### src/rme_pkg.sv
// ----------------------------------------------------------------------------
// rme_pkg
// Shared types, constants and decode functions of the register machine
// executor.
// ----------------------------------------------------------------------------
package rme_pkg;

    localparam int MEM_BYTES   = 65536;
    localparam int STACK_WORDS = 1024;
    localparam int REG_COUNT   = 256;
    localparam int AW          = $clog2(MEM_BYTES);
    localparam int RW          = $clog2(REG_COUNT);
    localparam int CNT_W       = 6;

    localparam logic [63:0] SP_RESET = 64'(MEM_BYTES - 8);
    localparam logic [63:0] VB_RESET = 64'(MEM_BYTES - 8 - 8 * STACK_WORDS);

    localparam logic [63:0] FLAG_LT  = 64'h8000_0000_0000_0000;
    localparam logic [63:0] FLAG_GT  = 64'h4000_0000_0000_0000;
    localparam logic [63:0] FLAG_EQ  = 64'h2000_0000_0000_0000;
    localparam logic [63:0] SIGN_BIT = 64'h8000_0000_0000_0000;

    // Error codes
    localparam logic [1:0] ERR_NONE    = 2'd0;
    localparam logic [1:0] ERR_OPCODE  = 2'd1;
    localparam logic [1:0] ERR_SYSCALL = 2'd2;

    // Opcodes
    localparam logic [7:0] OP_HALT  = 8'h00;
    localparam logic [7:0] OP_NOP   = 8'hF1;
    localparam logic [7:0] OP_RET   = 8'hF2;
    localparam logic [7:0] OP_CLI   = 8'hF3;
    localparam logic [7:0] OP_STI   = 8'hF4;
    localparam logic [7:0] OP_INT   = 8'h81;
    localparam logic [7:0] OP_GETPC = 8'h82;
    localparam logic [7:0] OP_GETSP = 8'h83;
    localparam logic [7:0] OP_GETVB = 8'h84;
    localparam logic [7:0] OP_GETCR = 8'h85;
    localparam logic [7:0] OP_NOT   = 8'h86;
    localparam logic [7:0] OP_PUSH  = 8'h87;
    localparam logic [7:0] OP_POP   = 8'h88;
    localparam logic [7:0] OP_SETVB = 8'h89;
    localparam logic [7:0] OP_SETSP = 8'h8A;
    localparam logic [7:0] OP_SETCR = 8'h8B;
    localparam logic [7:0] OP_MOV   = 8'h01;
    localparam logic [7:0] OP_LDB   = 8'h02;
    localparam logic [7:0] OP_STB   = 8'h03;
    localparam logic [7:0] OP_ADD   = 8'h04;
    localparam logic [7:0] OP_ADDU  = 8'h05;
    localparam logic [7:0] OP_SUB   = 8'h06;
    localparam logic [7:0] OP_SUBU  = 8'h07;
    localparam logic [7:0] OP_MUL   = 8'h08;
    localparam logic [7:0] OP_MULU  = 8'h09;
    localparam logic [7:0] OP_AND   = 8'h0A;
    localparam logic [7:0] OP_OR    = 8'h0B;
    localparam logic [7:0] OP_XOR   = 8'h0C;
    localparam logic [7:0] OP_BR    = 8'h0D;
    localparam logic [7:0] OP_CALL  = 8'h0E;
    localparam logic [7:0] OP_CMP   = 8'h0F;
    localparam logic [7:0] OP_CMPU  = 8'h10;
    localparam logic [7:0] OP_SHL   = 8'h11;
    localparam logic [7:0] OP_SHR   = 8'h12;
    localparam logic [7:0] OP_DIV   = 8'hC1;
    localparam logic [7:0] OP_DIVU  = 8'hC2;
    localparam logic [7:0] OP_BRL   = 8'hC3;
    localparam logic [7:0] OP_LDI   = 8'hE1;

    // Datapath micro-operations
    localparam logic [4:0] UOP_NONE   = 5'd0;
    localparam logic [4:0] UOP_LOADB  = 5'd1;
    localparam logic [4:0] UOP_HALT   = 5'd2;
    localparam logic [4:0] UOP_ERR1   = 5'd3;
    localparam logic [4:0] UOP_RDREG  = 5'd4;
    localparam logic [4:0] UOP_EXEC   = 5'd5;
    localparam logic [4:0] UOP_WRWORD = 5'd6;
    localparam logic [4:0] UOP_VSETUP = 5'd7;
    localparam logic [4:0] UOP_RDWORD = 5'd8;
    localparam logic [4:0] UOP_POPFIN = 5'd9;
    localparam logic [4:0] UOP_LDBFIN = 5'd10;
    localparam logic [4:0] UOP_MUL    = 5'd11;
    localparam logic [4:0] UOP_MULWB  = 5'd12;
    localparam logic [4:0] UOP_DIV    = 5'd13;
    localparam logic [4:0] UOP_DIVWQ  = 5'd14;
    localparam logic [4:0] UOP_DIVWR  = 5'd15;
    localparam logic [4:0] UOP_OUT    = 5'd16;

    // Step counter end values
    localparam logic [CNT_W-1:0] CNT_WR_LAST  = CNT_W'(7);
    localparam logic [CNT_W-1:0] CNT_RD_LAST  = CNT_W'(8);
    localparam logic [CNT_W-1:0] CNT_MUL_LAST = CNT_W'(3);
    localparam logic [CNT_W-1:0] CNT_DIV_LAST = CNT_W'(63);

    typedef struct packed {
        logic        kind;
        logic [7:0]  opcode;
        logic [7:0]  reg_a;
        logic [7:0]  reg_b;
        logic [7:0]  reg_c;
        logic [63:0] immediate;
        logic [15:0] load_address;
        logic [7:0]  load_byte;
    } t_in;

    typedef struct packed {
        logic [63:0] next_pc;
        logic        halted;
        logic [1:0]  error_code;
        logic        char_valid;
        logic [7:0]  char_value;
    } t_out;

    typedef struct packed {
        logic [4:0] uop;
        logic       take;
    } t_cmd;

    typedef struct packed {
        logic             kind;
        logic [7:0]       opcode;
        logic             ra_one;
        logic             stopped;
        logic             pc_out;
        logic             taken;
        logic             out_free;
        logic [CNT_W-1:0] cnt;
    } t_stat;

    // Instruction length by class
    function automatic logic [3:0] op_len(input logic [7:0] op);
        case (op[7:4])
            4'hF:    op_len = 4'd1;
            4'h8:    op_len = 4'd2;
            4'hC:    op_len = 4'd4;
            4'hE:    op_len = 4'd10;
            default: op_len = 4'd3;
        endcase
    endfunction

    function automatic logic op_known(input logic [7:0] op);
        op_known = op inside {[8'h01:8'h12], [8'h81:8'h8B], [8'hC1:8'hC3],
                              8'hE1, [8'hF1:8'hF4]};
    endfunction

endpackage

### src/rme_ctrl.sv
// ----------------------------------------------------------------------------
// rme_ctrl
// Sequencer: decodes the latched item and steps the datapath through
// register read, execute, word memory transfers, multiply and divide.
// ----------------------------------------------------------------------------
module rme_ctrl (
    input  logic           i_clk,
    input  logic           i_rst_n,
    input  logic           i_valid,
    input  rme_pkg::t_stat i_stat,
    output logic           o_stall,
    output rme_pkg::t_cmd  o_cmd
);

    localparam logic [3:0] S_IDLE  = 4'd0;
    localparam logic [3:0] S_DEC   = 4'd1;
    localparam logic [3:0] S_EXEC  = 4'd2;
    localparam logic [3:0] S_LDB   = 4'd3;
    localparam logic [3:0] S_WRW   = 4'd4;
    localparam logic [3:0] S_VSET  = 4'd5;
    localparam logic [3:0] S_RDW   = 4'd6;
    localparam logic [3:0] S_POPF  = 4'd7;
    localparam logic [3:0] S_MUL   = 4'd8;
    localparam logic [3:0] S_MULWB = 4'd9;
    localparam logic [3:0] S_DIV   = 4'd10;
    localparam logic [3:0] S_DIVQ  = 4'd11;
    localparam logic [3:0] S_DIVR  = 4'd12;
    localparam logic [3:0] S_OUT   = 4'd13;

    logic [3:0] r_state;
    logic [3:0] n_state;
    logic [7:0] op;

    assign op      = i_stat.opcode;
    assign o_stall = (r_state != S_IDLE);

    // Next state and command
    always_comb begin
        n_state    = r_state;
        o_cmd.uop  = rme_pkg::UOP_NONE;
        o_cmd.take = 1'b0;
        case (r_state)
            S_IDLE: begin
                o_cmd.take = i_valid;
                if (i_valid) n_state = S_DEC;
            end
            S_DEC: begin
                n_state = S_OUT;
                if (i_stat.kind) begin
                    o_cmd.uop = rme_pkg::UOP_LOADB;
                end else if (i_stat.stopped) begin
                    o_cmd.uop = rme_pkg::UOP_NONE;
                end else if (i_stat.pc_out || op == rme_pkg::OP_HALT) begin
                    o_cmd.uop = rme_pkg::UOP_HALT;
                end else if (!rme_pkg::op_known(op)) begin
                    o_cmd.uop = rme_pkg::UOP_ERR1;
                end else begin
                    o_cmd.uop = rme_pkg::UOP_RDREG;
                    n_state   = S_EXEC;
                end
            end
            S_EXEC: begin
                o_cmd.uop = rme_pkg::UOP_EXEC;
                n_state   = S_OUT;
                case (op)
                    rme_pkg::OP_RET, rme_pkg::OP_POP: n_state = S_RDW;
                    rme_pkg::OP_PUSH:                 n_state = S_WRW;
                    rme_pkg::OP_CALL:  if (i_stat.taken) n_state = S_WRW;
                    rme_pkg::OP_INT:   if (!i_stat.ra_one) n_state = S_WRW;
                    rme_pkg::OP_LDB:                  n_state = S_LDB;
                    rme_pkg::OP_MUL, rme_pkg::OP_MULU: n_state = S_MUL;
                    rme_pkg::OP_DIV, rme_pkg::OP_DIVU: n_state = S_DIV;
                    default: ;
                endcase
            end
            S_LDB: begin
                o_cmd.uop = rme_pkg::UOP_LDBFIN;
                n_state   = S_OUT;
            end
            S_WRW: begin
                o_cmd.uop = rme_pkg::UOP_WRWORD;
                if (i_stat.cnt == rme_pkg::CNT_WR_LAST)
                    n_state = (op == rme_pkg::OP_INT) ? S_VSET : S_OUT;
            end
            S_VSET: begin
                o_cmd.uop = rme_pkg::UOP_VSETUP;
                n_state   = S_RDW;
            end
            S_RDW: begin
                o_cmd.uop = rme_pkg::UOP_RDWORD;
                if (i_stat.cnt == rme_pkg::CNT_RD_LAST) n_state = S_POPF;
            end
            S_POPF: begin
                o_cmd.uop = rme_pkg::UOP_POPFIN;
                n_state   = S_OUT;
            end
            S_MUL: begin
                o_cmd.uop = rme_pkg::UOP_MUL;
                if (i_stat.cnt == rme_pkg::CNT_MUL_LAST) n_state = S_MULWB;
            end
            S_MULWB: begin
                o_cmd.uop = rme_pkg::UOP_MULWB;
                n_state   = S_OUT;
            end
            S_DIV: begin
                o_cmd.uop = rme_pkg::UOP_DIV;
                if (i_stat.cnt == rme_pkg::CNT_DIV_LAST) n_state = S_DIVQ;
            end
            S_DIVQ: begin
                o_cmd.uop = rme_pkg::UOP_DIVWQ;
                n_state   = S_DIVR;
            end
            S_DIVR: begin
                o_cmd.uop = rme_pkg::UOP_DIVWR;
                n_state   = S_OUT;
            end
            S_OUT: begin
                o_cmd.uop = rme_pkg::UOP_OUT;
                if (i_stat.out_free) n_state = S_IDLE;
            end
            default: n_state = S_IDLE;
        endcase
    end

    // State register
    always_ff @(posedge i_clk) begin
        if (!i_rst_n) begin
            r_state <= S_IDLE;
        end else begin
            r_state <= n_state;
        end
    end

endmodule

### config.mk
export PLATFORM = sky130hd
export DESIGN_NAME = rme_ctrl
export DESIGN_NICKNAME = d
export VERILOG_FILES = /design/src/rme_pkg.sv /design/src/rme_ctrl.sv
export SDC_FILE = /design/constraint.sdc
export NUM_CORES = 1
export LEC_CHECK = 0
export BUFFER_PORTS_ARGS = -buffer_cell sky130_fd_sc_hd__buf_2
export CAP_MARGIN = 20
export CORE_AREA = 2 2 54 56
export CTS_BUF_LIST = sky130_fd_sc_hd__clkbuf_4
export CTS_CLUSTER_SIZE = 28
export DETAILED_ROUTE_END_ITERATION = 7
export DIE_AREA = 0 0 56 58
export SLEW_MARGIN = 20
export SYNTH_ARGS = -nofsm -noshare
export SYNTH_HDL_FRONTEND = slang
export SYNTH_SLANG_ARGS = --single-unit
### constraint.sdc
create_clock -name i_clk -period 2.4 [get_ports i_clk]
set_input_delay 0.12 -clock i_clk [delete_from_list [all_inputs] [get_ports i_clk]]
set_output_delay 0.12 -clock i_clk [all_outputs]
set_load 0.05 [all_outputs]
Word-level counts from Yosys, hierarchy flattened
Cells that the tools add are included.

Magnitude comparators: 8. Eq/ne operators: 34. Mux-type cells: 21. Reduce and logical (&&, ||, !) cells: 14.

Operators by type and width (count): 5-bit one-hot mux with 13 select lines (1); 8-bit == test, second input constant (7); 4-bit 2-to-1 mux (13); 4-bit one-hot mux with 11 select lines (1); 4-bit one-hot mux with 7 select lines (1); 4-bit == test, second input constant (6); 8-bit by 4-bit == test with 1-bit output, second input constant (3); 8-bit >= comparator, second input constant (3); 8-bit <= comparator, second input constant (3); 4-bit by 3-bit == test with 1-bit output, second input constant (4); 3-bit 2-to-1 mux (4); 2-bit inequality test, second input constant (6); 4-bit by 2-bit == test with 1-bit output, second input constant (2); 8-bit by 2-bit == test with 1-bit output, second input constant (1); 8-bit by 1-bit >= comparator with 1-bit output, second input constant (1); 8-bit by 5-bit <= comparator with 1-bit output, second input constant (1); 8-bit logical NOT (1); 6-bit by 2-bit == test with 1-bit output, second input constant (1); 6-bit by 3-bit == test with 1-bit output, second input constant (1); 6-bit by 4-bit == test with 1-bit output, second input constant (1); 6-bit == test, second input constant (1); 6-bit AND reduction (1); 2-bit OR reduction (3); 5-bit nonzero test (1); 7 further kinds (10).

Register bits: 4. Output and inout bits: 7. Word-level logic and storage cells: 78.

Logic depth before layout (Yosys ltp)
Depth after elaboration: 8. Mapped depth: 8. Depth with buffers taken out: 7.

Worst setup path before layout
OpenSTA, ideal clock, no wires.

Path type: input-to-output. Start: input i_stat[12] (netlist name). End: output o_cmd[3] (netlist name). Arrival time: 2.375 ns. Required time: 2.280 ns. Slack: -0.095 ns. Stages: 7. Cells stage by stage: buf_2 -> a211o_1 -> a2111o_1 -> a21o_1 -> a2111oi_4 -> o21ai_0 -> a21oi_1.

RTL lines: from (decl) (RTL line rme_ctrl.sv:10) `input rme_pkg::t_stat i_stat,`; to (decl) (RTL line rme_ctrl.sv:12) `output rme_pkg::t_cmd o_cmd`.

==> flow_metrics.tcl <==
set metrics [dict create \
    syn_to_final_growth_pct 21.3 \
    drt-total-wl_mm 2.46 \
    core-area_um2 2660 \
    path_buf_inv 2 \
    cts-hold-fix-buffers 0 \
    ff2ff_path_depth 7 \
    pwr_density_cell_nw_per_um2 911 \
    gr-total-overflow 0 \
    finClkSkew_ns 0.00195 \
    yosysWarnings 0 \
    setup_violations 0 \
    yosys.area.top_type_share 0.0896 \
    dr_wl_met3_um 70 \
    fin_util 0.407 \
    post-cts-setup-buffer-count 0 \
    hold_class "input pin to flop" \
    grt_pass1_wl_mm 4.33 \
    grt_pass1_vias 1028 \
    fin_nets 192 \
    crit_cells 8 \
    crit_slowest_cell "a2111oi_4" \
    hpwl_mm 1.97 \
    wl_met1_mm 1.18 \
    synth-main-ff-cell "dfxtp_1" \
    num_vias 1110 \
    crit_type "input pin to output pin" \
    start_util 0.336 \
    timing.setup.tns_ns 0 \
    relSlewSlack 0.604 \
    fill_cells 301 \
    wl_met2_mm 1.22 \
    slew_viol_final 0 \
    place_ws_ns 0.144 \
    path_cells "buf_2, a211o_1, a2111o_1, a21o_1, a2111oi_4, o21ai_0, a21oi_2, clkbuf_4" \
    grt_antenna_before_repair 0 \
    io_pins 30 \
    largest_register_ffs 4 \
    whs_ns 0.180 \
    cts.sinks 4 \
    fin_crit_ns 2.25 \
    top_register "r_state" \
    gp_congestion 0.798 \
    grt_max_degree 18 \
    wl_per_cell_um 12.4 \
    cp_max_fo 9 \
    die_h_um 58 \
    yosys-top-cells-count "18 x nor2_1, 16 x o21ai_0, 14 x nand2_1, 11 x a21oi_1, 7 x clkbuf_1" \
    cts_root_buffer "clkbuf_4" \
    dr.first_iter.drc_count 26 \
    synth_seq_cells 4 \
    drive_gt1_frac 0.257 \
    syn_area_um2 893 \
    ys_top_cells_by_area "dfxtp_1 9.0%, o21ai_0 9.0%, nor2_1 7.6%" \
    synth-async-reset-ratio 0 \
    numCtsBuffers 3 \
    worstPathArrival_ns 2.13 \
    ys_seq_area_frac 0.0896 \
    synth_fp_nets 165 \
    cp.required_ns 2.28 \
    clockBufferDepth 2 \
    worstMarginPinSlew_ns 0.588 \
    detail_route.first_pass.iterations 4 \
    path_clk_slew_ns 0.04 \
    power_uw 987 \
    crit_family "compound AO/OA/AOI/OAI gates" \
    cp_slowest_stage_delay_ns 0.43 \
    yosys.cell_count.top_type "nor2_1" \
    final-hold-violation-count 0 \
    htreeDepth 1 \
    grt_use_total 0.157 \
    max_freq_mhz 444 \
    cp-end-kind "output pin" \
    avgSynthCellArea_um2 6.29 \
    vias_per_cell 5.61 \
    num_rows 19 \
    chipWidth_um 56 \
    drt.antenna.violating_nets 0 \
    drc 0 \
    synth.distinct_cells 45 \
    n_antenna_cell 0 \
    ir_worst_vdd_v 0.000682 \
    p_leak_nw 0.436 \
    clock_latency_ns 0.23 \
    status "complete, no violations" \
    start_kind "input pin" \
    top_regs "r_state: 4 flops" \
    grt_setup_unrepaired "false" \
    syn_inst 142 \
    fin_ws_ns 0.150 \
    highest_layer "met3" \
    cap_viol_max_count 0 \
    synth_edf_count 0 \
    io_buffers 29 \
    hold_depth 3 \
    fp.dieArea_um2 3250 \
    yosysTopAreaCell "dfxtp_1" \
    cts_tree "yes" \
    period_share 0.937 \
]
## worst register-to-register path, cell delays in order, from the launching register on
cell and delay (ns):
dfxtp_1 0.63, nor2_1 0.12, o21ai_0 0.29, nand4_1 0.13
a21oi_1 0.33, and2_1 0.19, nand2_1 0.05, o22ai_1 0.15
## kinds of logic after synthesis
kind of cell	after synthesis	share of synthesized area
AOI/OAI and AO/OA	52	0.398
xor gates and xnor gates	1	0.00981
buffers and inverters	15	0.0756
DFF	4	0.0896
muxes	1	0.0112
and+or+nand+nor	69	0.416
## metrics by stage
step                      cell area, um2  instances
final                               1080        198
after global routing                1080        198
after CTS                           1080        198
after detailed placement            1060        195
after global placement              1060        195
after floorplan                      897        142
## worst paths after layout
kind | endpoint | slack [ns] | startpoint
min | r_state[0] | 0.18 | i_rst_n
max reg2reg | r_state[3] | 0.44 | r_state[0]
min reg2reg | r_state[3] | 0.69 | r_state[3]
max | o_cmd[3] | 0.15 | i_stat[11]
## power breakdown
part	switching [mW]	leakage (nW)	internal, mW
Clock	0.0247	0.0138	0.0558
Combinational	0.496	0.390	0.238
Sequential	0.0827	0.0329	0.0904
Total	0.603	0.436	0.384
## final cells by class
type,instances,area [um2],area share
tap,31,38.8,0.0358
sequential,4,80.1,0.0739
timing repair buffer,33,178,0.164
inverter,4,15.0,0.0139
clock buffer,3,22.5,0.0208
multi-input combinational,123,749,0.692
## routing by layer
metal | track usage | vias to the layer above
met2 | 0.272 | 18
met4 | 0.0238 | 0
met5 | 0 | -
met3 | 0.00893 | 0
met1 | 0.221 | 509
li1 | - | 583
## layout by cell type (no fill, tap or decap), types with 4 or more instances in the layout
master / count
dfxtp_1: 4
clkbuf_4: 4
a21oi_1: 10
nor4b_1: 4
nor2b_1: 6
inv_1: 4
buf_2: 28
buf_4: 4
nor3_1: 5
o21ai_0: 16
nand2_1: 14
o31ai_1: 4
nor2_1: 18
## what timing repair did
| item | CTS | global route |
|---|---|---|
| endpoints found under the hold margin | 0 | 0 |
| resized for setup | 0 | 1 |
| endpoints found under the setup margin | 0 | 1 |
Power figures use the tool's default switching activity.
